## src/assert_macros.svh

```systemverilog
// Assertion macros for the RTL.
// Depends on nothing; included by the top level.
`ifndef ASSERT_MACROS_SVH
`define ASSERT_MACROS_SVH

// Check that cond holds whenever trig holds.
`define AST_IMPL(lbl, clk, rst_n, trig, cond) \
    lbl: assert property (@(posedge clk) disable iff (!rst_n) (trig) |-> (cond)) \
        else $error("assertion failed");

// Check that cond holds in the cycle after trig.
`define AST_NEXT(lbl, clk, rst_n, trig, cond) \
    lbl: assert property (@(posedge clk) disable iff (!rst_n) (trig) |=> (cond)) \
        else $error("assertion failed");

`endif

```

## src/i2p_pkg.sv

```systemverilog
// Types and codes for the shunting-yard postfix converter.
// Depends on nothing; used by i2p_cell and the top level.
package i2p_pkg;

    // Token categories
    localparam logic [2:0] OP_OPERAND = 3'd0;
    localparam logic [2:0] OP_OPERATOR = 3'd1;
    localparam logic [2:0] OP_LPAREN = 3'd2;
    localparam logic [2:0] OP_RPAREN = 3'd3;
    localparam logic [2:0] OP_END = 3'd4;

    // Status codes
    localparam logic [1:0] STS_OK = 2'd0;
    localparam logic [1:0] STS_MISS_RPAREN = 2'd1;
    localparam logic [1:0] STS_MISS_LPAREN = 2'd2;
    localparam logic [1:0] STS_OVERFLOW = 2'd3;

    // One stack entry
    typedef struct packed {
        logic       lparen;
        logic [2:0] prec;
        logic [7:0] code;
    } t_entry;

    // Stack shift control, broadcast to every cell
    typedef struct packed {
        logic push;
        logic pop;
    } t_stk_ctl;

endpackage

```

## src/infix_to_postfix_converter_core.sv

```systemverilog
// Top level of the shunting-yard infix to postfix converter.
// Depends on i2p_pkg, i2p_cell and assert_macros.svh.
//
// Channel | valid      | ready       | payload
// input   | i_in_valid | o_in_ready  | i_op, i_token_code, i_precedence
// output  | o_out_valid| i_out_ready | o_has_token .. o_last
//
// One token is taken while idle, then worked one step at a time in a busy phase.
// An operand is emitted in one step; an operator pops and emits entries, then
// pushes itself; a right paren or end item pops one entry per step. The stack
// is a row of shifting cells, at most one pop or push per cycle. Steps that emit
// wait for the output register; reset clears control state and empties the stack.
module infix_to_postfix_converter_core #(
    parameter int STACK_DEPTH = 32
) (
    input  logic       i_clk,
    input  logic       i_rst_n,
    input  logic       i_in_valid,
    output logic       o_in_ready,
    input  logic [2:0] i_op,
    input  logic [7:0] i_token_code,
    input  logic [2:0] i_precedence,
    output logic       o_out_valid,
    input  logic       i_out_ready,
    output logic       o_has_token,
    output logic [7:0] o_token_code_res,
    output logic [2:0] o_precedence_res,
    output logic       o_token_is_lparen,
    output logic [1:0] o_status,
    output logic       o_last
);
    import i2p_pkg::*;
    `include "assert_macros.svh"

    localparam int CW = $clog2(STACK_DEPTH + 1);
    localparam logic S_IDLE = 1'b0;
    localparam logic S_BUSY = 1'b1;

    logic          r_state, n_state;
    logic [CW-1:0] r_cnt, n_cnt;
    logic [1:0]    r_err, n_err;
    logic [2:0]    r_op;
    logic [7:0]    r_code;
    logic [2:0]    r_prec;

    logic          r_out_valid, n_out_valid;
    logic          r_has, r_lp, r_last;
    logic [7:0]    r_ocode;
    logic [2:0]    r_oprec;
    logic [1:0]    r_ost;

    t_stk_ctl      w_ctl;
    t_entry        w_new;
    t_entry        w_cell [STACK_DEPTH];
    t_entry        w_top, w_nxt;
    logic          w_out_free;
    logic          w_emit, w_step_emit, w_emit_stat;
    logic          w_e_has, w_e_lp, w_e_last;
    logic [7:0]    w_e_code;
    logic [2:0]    w_e_prec;
    logic [1:0]    w_e_st;
    logic          w_done, w_full, w_empty;

    assign w_top      = w_cell[0];
    assign w_nxt      = w_cell[1];
    assign w_full     = (r_cnt == CW'(STACK_DEPTH));
    assign w_empty    = (r_cnt == '0);
    assign w_out_free = !r_out_valid || i_out_ready;
    assign o_in_ready = (r_state == S_IDLE);
    assign w_new      = '{lparen: (r_op == OP_LPAREN), prec: r_prec, code: r_code};

    // Row of stack cells; cell 0 is the top
    for (genvar k = 0; k < STACK_DEPTH; k++) begin : g_cell
        t_entry w_up, w_down;
        t_entry w_entry_k;
        if (k == 0) begin : g_first
            assign w_up = w_new;
        end else begin : g_mid
            assign w_up = w_cell[k-1];
        end
        if (k == STACK_DEPTH - 1) begin : g_last
            assign w_down = w_cell[k];
        end else begin : g_inner
            assign w_down = w_cell[k+1];
        end
        i2p_cell u_cell (
            .i_clk       (i_clk),
            .i_ctl       (w_ctl),
            .i_from_up   (w_up),
            .i_from_down (w_down),
            .o_entry     (w_entry_k)
        );
        assign w_cell[k] = w_entry_k;
    end

    // Decide one step of the current token
    always_comb begin
        w_step_emit = 1'b0;
        w_emit_stat = 1'b0;
        w_e_has     = 1'b1;
        w_e_code    = w_top.code;
        w_e_prec    = w_top.prec;
        w_e_lp      = w_top.lparen;
        w_e_st      = STS_OK;
        w_e_last    = 1'b0;
        w_done      = 1'b0;
        w_ctl       = '0;
        n_err       = r_err;
        case (r_op)
            OP_OPERAND: begin
                w_step_emit = 1'b1;
                w_e_code    = r_code;
                w_e_prec    = r_prec;
                w_e_lp      = 1'b0;
                w_e_last    = 1'b1;
                w_done      = 1'b1;
            end
            OP_OPERATOR: begin
                if (!w_empty && !w_top.lparen && (r_prec <= w_top.prec)) begin
                    w_step_emit = 1'b1;
                    w_ctl.pop   = 1'b1;
                    w_e_last    = !((r_cnt > CW'(1)) && !w_nxt.lparen &&
                                    (r_prec <= w_nxt.prec));
                end else begin
                    w_done = 1'b1;
                    if (w_full) begin
                        n_err = STS_OVERFLOW;
                    end else begin
                        w_ctl.push = 1'b1;
                    end
                end
            end
            OP_LPAREN: begin
                w_done = 1'b1;
                if (w_full) begin
                    n_err = STS_OVERFLOW;
                end else begin
                    w_ctl.push = 1'b1;
                end
            end
            OP_RPAREN: begin
                if (w_empty) begin
                    n_err  = STS_MISS_LPAREN;
                    w_done = 1'b1;
                end else if (w_top.lparen) begin
                    w_ctl.pop = 1'b1;
                    w_done    = 1'b1;
                end else begin
                    w_step_emit = 1'b1;
                    w_ctl.pop   = 1'b1;
                    w_e_last    = (r_cnt == CW'(1)) || w_nxt.lparen;
                end
            end
            OP_END: begin
                if (!w_empty) begin
                    w_step_emit = 1'b1;
                    w_ctl.pop   = 1'b1;
                    if (w_top.lparen) begin
                        n_err = STS_MISS_RPAREN;
                    end
                end else begin
                    w_step_emit = 1'b1;
                    w_emit_stat = 1'b1;
                    w_e_has     = 1'b0;
                    w_e_code    = '0;
                    w_e_prec    = '0;
                    w_e_lp      = 1'b0;
                    w_e_st      = r_err;
                    w_e_last    = 1'b1;
                    w_done      = 1'b1;
                    n_err       = STS_OK;
                end
            end
            default: begin
                w_done = 1'b1;
            end
        endcase
        // Hold the whole step while idle or while an emitting step finds the output full
        if ((r_state != S_BUSY) || (w_step_emit && !w_out_free)) begin
            w_ctl       = '0;
            n_err       = r_err;
            w_done      = 1'b0;
            w_step_emit = 1'b0;
            w_emit_stat = 1'b0;
        end
    end

    assign w_emit = w_step_emit;

    // Next state, count and output valid
    always_comb begin
        n_state = r_state;
        if (r_state == S_IDLE && i_in_valid) begin
            n_state = S_BUSY;
        end else if (w_done) begin
            n_state = S_IDLE;
        end
        n_cnt = r_cnt;
        if (w_ctl.push) begin
            n_cnt = r_cnt + CW'(1);
        end else if (w_ctl.pop) begin
            n_cnt = r_cnt - CW'(1);
        end
        n_out_valid = r_out_valid;
        if (w_emit) begin
            n_out_valid = 1'b1;
        end else if (i_out_ready) begin
            n_out_valid = 1'b0;
        end
    end

    // Control registers
    always_ff @(posedge i_clk) begin
        if (!i_rst_n) begin
            r_state     <= S_IDLE;
            r_cnt       <= '0;
            r_err       <= STS_OK;
            r_out_valid <= 1'b0;
        end else begin
            r_state     <= n_state;
            r_cnt       <= n_cnt;
            r_err       <= n_err;
            r_out_valid <= n_out_valid;
        end
    end

    // Latch the request and load the result register
    always_ff @(posedge i_clk) begin
        if (r_state == S_IDLE && i_in_valid) begin
            r_op   <= i_op;
            r_code <= i_token_code;
            r_prec <= i_precedence;
        end
        if (w_emit) begin
            r_has   <= w_e_has;
            r_ocode <= w_e_code;
            r_oprec <= w_e_prec;
            r_lp    <= w_e_lp;
            r_ost   <= w_e_st;
            r_last  <= w_e_last;
        end
    end

    assign o_out_valid       = r_out_valid;
    assign o_has_token       = r_has;
    assign o_token_code_res  = r_ocode;
    assign o_precedence_res  = r_oprec;
    assign o_token_is_lparen = r_lp;
    assign o_status          = r_ost;
    assign o_last            = r_last;

    `AST_IMPL(a_cnt_bound, i_clk, i_rst_n, 1'b1, r_cnt <= CW'(STACK_DEPTH))
    `AST_IMPL(a_pop_nonempty, i_clk, i_rst_n, w_ctl.pop, !w_empty)
    `AST_IMPL(a_stat_last, i_clk, i_rst_n, r_out_valid && !r_has, r_last)
    `AST_NEXT(a_err_clear, i_clk, i_rst_n, w_emit_stat, r_err == STS_OK)

endmodule

```

## src/i2p_cell.sv

```systemverilog
// One cell of the shifting operator stack.
// Depends on i2p_pkg.
module i2p_cell (
    input  logic              i_clk,
    input  i2p_pkg::t_stk_ctl i_ctl,
    input  i2p_pkg::t_entry   i_from_up,
    input  i2p_pkg::t_entry   i_from_down,
    output i2p_pkg::t_entry   o_entry
);
    import i2p_pkg::*;

    t_entry r_entry;

    // Shift toward the bottom on push, toward the top on pop
    always_ff @(posedge i_clk) begin
        if (i_ctl.push) begin
            r_entry <= i_from_up;
        end else if (i_ctl.pop) begin
            r_entry <= i_from_down;
        end
    end

    assign o_entry = r_entry;

endmodule

```

## config.mk

```make
export PLATFORM = sky130hd
export DESIGN_NAME = infix_to_postfix_converter_core
export DESIGN_NICKNAME = d
export VERILOG_FILES = /design/src/i2p_pkg.sv /design/src/infix_to_postfix_converter_core.sv /design/src/i2p_cell.sv
export VERILOG_INCLUDE_DIRS = /design/src /design/src/src
export SDC_FILE = /design/constraint.sdc
export NUM_CORES = 1
export LEC_CHECK = 0
export BUFFER_PORTS_ARGS = -buffer_cell sky130_fd_sc_hd__buf_2
export CORE_ASPECT_RATIO = 0.7
export CORE_MARGIN = 2
export CORE_UTILIZATION = 50
export CTS_BUF_LIST = sky130_fd_sc_hd__clkbuf_8
export DETAILED_ROUTE_END_ITERATION = 10
export GPL_ROUTABILITY_DRIVEN = 0
export PLACE_DENSITY = 0.66
export SYNTH_ARGS = -nofsm -noshare
export SYNTH_HDL_FRONTEND = slang
export SYNTH_SLANG_ARGS = --single-unit
```

## constraint.sdc

```tcl
create_clock -name i_clk -period 14.1 [get_ports i_clk]
set_input_delay 2.82 -clock i_clk [delete_from_list [all_inputs] [get_ports i_clk]]
set_output_delay 2.82 -clock i_clk [all_outputs]
set_load 0.01 [all_outputs]
```

# Word-level counts from Yosys, hierarchy flattened
# Index checks and enable logic that the tools add are counted.
[totals]
ramBits = 0
romBits = 0
latch_bits = 0
elab_cells = 251
memories = 0
out_inout_bits = 18
ff_bits = 424
[op_classes]
n_lt_le_gt_ge = 3
bitwise_logic = 2
div = 0
n_shift = 0
n_mux = 101
reduce_logical = 25
add_sub_neg = 2
multipliers = 0
n_eq_ne = 9
[op_table]
columns = ["cell", "n"]
rows = [
  ["$mux 12", 62],
  ["$mux 1", 20],
  ["$pmux 8 s2", 1],
  ["$mux 2", 6],
  ["$mux 6", 2],
  ["$mux 8", 1],
  ["$pmux 2 s4", 1],
  ["$add 6x1->6 const B", 1],
  ["$eq 3x2->1 const B", 2],
  ["$eq 6x1->1 const B", 1],
  ["$eq 6x6->1 const B", 1],
  ["$gt 6x1->1 const B", 1],
  ["$le 3x3->1", 2],
  ["$logic_and 1x1->1", 6],
  ["$logic_not 1->1", 6],
  ["$logic_not 6->1", 1],
  ["$pmux 1 s2", 3],
  ["$pmux 1 s3", 2],
  ["$pmux 3 s2", 1],
  ["$reduce_bool 2->1", 3],
  ["$sub 6x1->6 const B", 1],
  ["$reduce_and 5->1", 1],
  ["$ne 2x2->1 const B", 2],
  ["$pmux 1 s4", 1],
  ["10 further kinds", 14],
]

# Depth between registers and ports, before layout
# Gate-level depths: netlist (run 1).
[logic_depth]
depth_word = 11
ltp_mapped = 10
ltp_nobuf = 8

# By module
# From an unflattened synthesis (run 1), not the netlist that was laid out.
[hier_totals]
cells_unflattened = 1031
hier_area_um2 = 19690.1
[modules_own_cells]
columns = ["mod", "area_per_inst_um2", "cells_each", "seq_area_each_um2", "n_inst"]
rows = [
  ["i2p_cell", 546.8, 26, 360.3, 32],
  ["infix_to_postfix_converter_core", 2193.4, 199, 1101.1, 1],
]

# Worst setup path before layout (run 1)
# No wires, ideal clock.
[synth_path]
kind = "input-to-reg"
startpoint = "input port i_out_ready"
endpoint = "register g_cell[0].u_cell.r_entry (netlist bit g_cell[0].u_cell.o_entry[0]), enable pin"
required_ns = 13.381
setup_slack_ns = 2.751
n_path_buf = 0
cell_stages = 5
arrival_time_ns = 10.630
cell_sequence = "nand2b_1 > o21ai_0 > a41oi_2 > o21ai_2 > inv_1"
[synth_between]
elab_chain_cells = 6
[synth_rtl]
columns = ["element", "line", "rtl"]
rows = [
  ["from (decl)", "infix_to_postfix_converter_core.sv:24", "input logic i_out_ready,"],
  ["$logic_or 1x1->1", "infix_to_postfix_converter_core.sv:68", "assign w_out_free = !r_out_valid || i_out_ready;"],
  ["$logic_not 1->1", "infix_to_postfix_converter_core.sv:179", "if ((r_state != S_BUSY) || (w_step_emit && !w_out_free)) begin"],
  ["$logic_and 1x1->1", "infix_to_postfix_converter_core.sv:179", ""],
  ["$logic_or 1x1->1", "infix_to_postfix_converter_core.sv:179", ""],
  ["$mux 2", "infix_to_postfix_converter_core.sv:179", ""],
  ["$reduce_bool 2->1 (no line)", "-", ""],
  ["to (signal assigned)", "i2p_cell.sv:17", "r_entry <= i_from_up;"],
  ["to (signal assigned)", "i2p_cell.sv:19", "r_entry <= i_from_down;"],
  ["to (decl)", "i2p_cell.sv:12", "t_entry r_entry;"],
]
# Every way passes these cells.
# A chain may end at the register's enable or synchronous reset.

# Final worst setup path (run 1)
[layout_path]
startpoint = "input port i_out_ready"
endpoint = "register g_cell[30].u_cell.r_entry (netlist bit g_cell[30].u_cell.o_entry[0]), data pin"
[layout_between]
elab_chain_cells = 6
[layout_rtl]
columns = ["element", "line", "rtl"]
rows = [
  ["$logic_or 1x1->1", "infix_to_postfix_converter_core.sv:68", ""],
  ["$logic_not 1->1", "infix_to_postfix_converter_core.sv:179", ""],
  ["$logic_and 1x1->1", "infix_to_postfix_converter_core.sv:179", ""],
  ["$logic_or 1x1->1", "infix_to_postfix_converter_core.sv:179", ""],
  ["$mux 2", "infix_to_postfix_converter_core.sv:179", ""],
  ["$mux 12", "i2p_cell.sv:16", "if (i_ctl.push) begin"],
  ["to (signal assigned)", "i2p_cell.sv:17", ""],
  ["to (signal assigned)", "i2p_cell.sv:19", ""],
  ["to (decl)", "i2p_cell.sv:12", ""],
]
# Every way passes these cells.

==> flow_summary.toml, run 1 <==
[yosys]
ys.flop_type = "edfxtp_1"
netlist_instances = 977
netlist_area_sq_mm = 0.0184
synth-seq-cells = 424
synth_fp_nets = 1004
avgSynthCellArea_sq_um = 18.8
synthArstFlopShare_pct = 0
ys_types = 51
yosysTopAreaCell = "edfxtp_1"
yosysTopAreaCellShare_pct = 67.6
ys.warnings.count = 0
yosys-top-cells-area = "edfxtp_1 68%, mux2_1 18%, mux2_2 4.3%"
synth-seq-area-share_pct = 68.7
synth_edf_count = 414

[timing]
finalSetupTns_ns = 0
hold_viol_final = 0
tightest_slew_ns = 1.11
setup_viol = 0
rsz0062_at_grt = "no"
skew_ns = 0.0284
max-slew-margin-rel_pct = 26.3
clock.fmax_ghz = 0.167
post-route-min-period_ns = 6.00
maxSlewViolCount = 0
fin_crit_sh_pct = 42.5

[worst_setup_path]
slowest_delay_ns = 0.88
crit_slowest_cell = "buf_4"
cp.arrival_ns = 6.36
path_class = "primary input to flop"
crit_family = "buffers and inverters"
critPathCaptureType = "flop"
crit_path_start_kind = "primary input"
crit_fanout = 82
cp_common_cell = "buf_4"
worstPathRequired_ns = 14.46
path_cells = "buf_2 > nand2b_1 > o21ai_0 > a41o_4 > nor2_8 > buf_4 > buf_4 > mux2_2"
path_buf_inv = 3

[cells_and_area]
finalNonFillerCells = 1561
post-route-util_pct = 54.7
layout_common_cells = "414 x edfxtp_1, 300 x mux2_1, 70 x mux2_2"
antennaDiodeCount = 0
seq_area_sq_mm = 0.0126
drive_gt1_share_pct = 18.2
final_common_cell = "edfxtp_1"
syn2layout_area_growth_pct = 7.27
multiInputGateArea_sq_mm = 0.00508
fin_nets = 1061
fin_area_sq_mm = 0.0197
fill_cells = 2776

[floorplanning]
core-area_sq_mm = 0.0361
die_x_um = 233
io_pins = 36
initial_core_util_pct = 51.0
dieArea_sq_mm = 0.0384
die_h_um = 164
rows = 58

[detailed_routing]
dr.first_iter.drc_count = 588
avgViaCountPerCell = 5.28
vias = 8235
ant_nets = 0
post_drt_wl_per_cell_um = 16.2
drc = 0
dr.pass1.iters = 4
routed_wl_um = 25200

[min_path]
hold_class = "flop to flop"

[cts]
cts_setup_buffers = 0
cts_buffers = 60
cts_hold_buffers = 0
clock_sinks = 424
path_clk_slew_ns = 0.07
cts.htree.levels = 2
cts_tree = "yes"
cts_resized = 0
clk_latency_ns = 0.61
cts_root_buf = "clkbuf_8"
cts_buffer_depth = 3

[place]
portBuffers = 35
postPlaceCellArea_sq_mm = 0.0186
post-place-cells = 1452
hpwl_um = 13900

[global_routing]
grt_pass1_wl_um = 41500
grt_use_total_pct = 13.3
grt_max_degree = 192
grt_pass1_vias = 8374
grt-ovfl-total = 0
antenna_found_initial = 0

[power]
powerDensity_mw_per_mm2 = 123
power_mw = 2.42
leakage_nw = 4.76
irDropWorstVdd_uv = 81.0

[run_status]
status = "completed"

[flow_run]
maxCapViolCount = 0
final timing paths:
path	from	to	slack, ns	cells after the start
setup / recovery	i_out_ready	g_cell[30].u_cell.o_entry[0]	8.10	8
hold / removal	g_cell[30].u_cell.o_entry[8]	g_cell[31].u_cell.o_entry[8]	0.44	0
setup reg to reg	r_cnt[0]	g_cell[30].u_cell.o_entry[0]	9.39	9
hold reg to reg	g_cell[30].u_cell.o_entry[8]	g_cell[31].u_cell.o_entry[8]	0.44	0
routing by layer:
layer  part of all wire, %  GRT usage (%)  up-vias
li1                      -              -     3966
met1                    51           19.7     4085
met2                    42           18.9      119
met3                   4.5           3.25       65
met4                   2.6           4.75        0
met5                     0              0        -
per-stage QoR:
stage	setup slack (ns)	hold slack, ns
2_1_floorplan	2.75	0.422
3_3_place_gp	7.47	0.425
3_5_place_dp	7.44	0.432
4_1_cts	8.11	0.448
5_1_grt	7.85	0.460
6_report	8.10	0.444
final cells by class:
class	instances	share of cell area (%)
clock buffers	61	4.26
multi-input cells	493	25.8
flip-flops and latches	424	64.0
inverters	12	0.266
well taps	480	3.04
clock inverters	48	1.38
repair buffers	43	1.26
cells in the mapped netlist, types with 4 or more instances:
library cell / number
a21boi_0: 4
a21oi_1: 8
a22o_1: 11
and3_1: 6
buf_6: 7
buf_8: 30
dfxtp_1: 10
edfxtp_1: 414
ha_1: 9
inv_1: 12
mux2_1: 300
mux2_2: 70
mux2i_1: 5
nand2_1: 12
nor2_1: 5
nor2b_1: 6
nor3_1: 4
o21ai_0: 9
logic make-up after synthesis:
kind of cell,Yosys count,share of synthesized area [%]
AOI/OAI and AO/OA,50,2.03
adders and majority gates,9,0.612
DFF,424,68.7
buffers and inverters,60,3.67
xor gates and xnor gates,3,0.143
and+or+nand+nor,56,1.93
muxes,375,22.9
report_power, final:
part           total [mW]  switching (mW)  leakage, nW  internal, mW
Combinational      0.0995          0.0646         1.28        0.0349
Sequential           1.41         0.00989         2.85          1.40
Clock               0.910           0.454        0.628         0.456
registers in the layout, summed over array words and instances, names as in the netlist:
name	flops
r_cnt	6
r_op	3
o_out_valid	1
r_state	1
o_precedence_res	3
o_has_token	1
o_token_is_lparen	1
r_code	8
o_status	2
o_last	1
r_prec	3
r_err	2
g_cell.u_cell.o_entry	384
o_token_code_res	8
worst reg2reg max path: stages (launching register included):
cell,delay (ns)
dfxtp_1,0.39
inv_1,0.11
ha_1,0.21
nor4b_4,0.40
nand2_2,0.18
a41o_4,0.35
nor2_8,0.62
buf_4,0.78
buf_4,0.92
mux2_2,0.50
Note: power is estimated with default switching activity, not from simulation.
==> inputs of run 2 (changes only) <==
==> constraint.sdc (replaced) <==
create_clock -name i_clk -period 5.9 [get_ports i_clk]
set_input_delay 1.18 -clock i_clk [delete_from_list [all_inputs] [get_ports i_clk]]
set_output_delay 1.18 -clock i_clk [all_outputs]
set_load 0.01 [all_outputs]
==> run 2 against run 1 <==
Flip-flop and latch count unchanged. Via count increased by 0.52%. Design area up 1.0%. Worst setup slack worse by 6.3 ns. Sequential power rose by 140%. First-iteration DRC count decreased by 0.85%. Combinational power grew to 2.5 times the previous value. Critical path type is now flop to flop. Largest power group unchanged.
==> flow_summary.toml, run 2 (synthesis gave the netlist of run 1 again) <==
[timing]
tightest_slew_ns = 1.02
post-route-min-period_ns = 4.11
maxSlewViolCount = 0
hold_viol_final = 0
clock.fmax_ghz = 0.243
rsz0062_at_grt = "no"
setup_viol = 0
max-slew-margin-rel_pct = 31.5
fin_crit_sh_pct = 69.7
skew_ns = 0.0227

[cts]
clock_sinks = 424
clk_latency_ns = 0.61
path_clk_slew_ns = 0.06
cts_root_buf = "clkbuf_8"
cts_buffer_depth = 3
cts_hold_buffers = 0
cts_resized = 0
cts_tree = "yes"
cts_setup_buffers = 0
cts.htree.levels = 3
cts_buffers = 66

[cells_and_area]
antennaDiodeCount = 0
largest_reg_flops = 384
finalNonFillerCells = 1571
final_common_cell = "edfxtp_1"
fin_nets = 1075
post-route-util_pct = 55.2
drive_gt1_share_pct = 19.4
syn2layout_area_growth_pct = 8.33
layout_common_cells = "414 x edfxtp_1, 300 x mux2_1, 70 x mux2_2"

[power]
leakage_nw = 4.87
power_mw = 5.88
powerDensity_mw_per_mm2 = 295
irDropWorstVdd_uv = 176

[flow_run]
maxCapViolCount = 0

[place]
post-place-cells = 1460
hpwl_um = 15200
portBuffers = 35

[detailed_routing]
routed_wl_um = 25900
post_drt_wl_per_cell_um = 16.5
dr.first_iter.drc_count = 583
dr.pass1.iters = 4
avgViaCountPerCell = 5.27
vias = 8278
ant_nets = 0
drc = 0

[worst_setup_path]
cp-startpoint = "r_prec[2]"
path_class = "flop to flop"
cp.arrival_ns = 4.34
r2r_slack_ns = 1.79
worstPathRequired_ns = 6.12
crit_path_start_kind = "flop"
critPathCaptureType = "flop"
r2r_start = "r_prec[2]"
crit_fanout = 75

[global_routing]
grt_pass1_vias = 8605
grt-ovfl-total = 0
grt_max_degree = 113
grt_use_total_pct = 14.0
antenna_found_initial = 0
grt_pass1_wl_um = 42900

[floorplanning]
rows = 58
initial_core_util_pct = 51.0
core-area_sq_mm = 0.0361
dieArea_sq_mm = 0.0384
die_h_um = 164
die_x_um = 233
io_pins = 36

[min_path]
min_from = "g_cell[30].u_cell.o_entry[11]"
hold_class = "flop to flop"

[run_status]
status = "completed"
## run 2: layer usage
metal	global-route usage (%)	wire length [um]	up-vias	part of all wire, %
met4	6.08	598	0	2.3
met1	19.8	13200	4126	51
met5	0	0	-	0
li1	-	-	3986	-
met3	3.69	948	53	3.7
met2	20.4	11200	113	43
## run 2: area by class of cell
cell class                      instances  area (sq um)
Timing Repair Buffer                   51           345
Multi-Input combinational cell        493          5110
Inverter                               12          48.8
Clock inverter                         42           235
Sequential cell                       424         12600
Clock buffer                           69           950
Fill cell                            2768         16100
Tap cell                              480           601
## run 2: power by group
group,internal (mW),switching (mW),leakage (nW)
Combinational,0.0898,0.160,1.33
Sequential,3.34,0.0240,2.85
Clock,1.17,1.09,0.688
## run 2: path summary, 6_finish.rpt
kind / end / cells past startpoint
setup / recovery: g_cell[13].u_cell.o_entry[8] / 8
hold / removal: g_cell[31].u_cell.o_entry[11] / 0
setup reg to reg: g_cell[13].u_cell.o_entry[8] / 8
hold reg to reg: g_cell[31].u_cell.o_entry[11] / 0
## run 2: metrics by stage
step           cell area (sq um)  hold WS, ns  setup WS, ns  TNS [ns]
5_1_grt                    19900        0.470          1.43         0
3_5_place_dp               18700        0.432          1.65         0
4_1_cts                    19900        0.446          1.74         0
3_3_place_gp               18700        0.424          1.68         0
2_1_floorplan              18400        0.422         -1.82   -675.80
6_report                   19900        0.448          1.79         0
## run 2: worst max-delay path: stages (launching register included)
cell and delay [ns]:
edfxtp_1 0.45, ha_1 0.35, and3b_1 0.22, or3b_1 0.40, a21oi_1 0.35, o21ai_4 0.15
clkinvlp_4 0.50, buf_4 0.47, buf_4 0.78
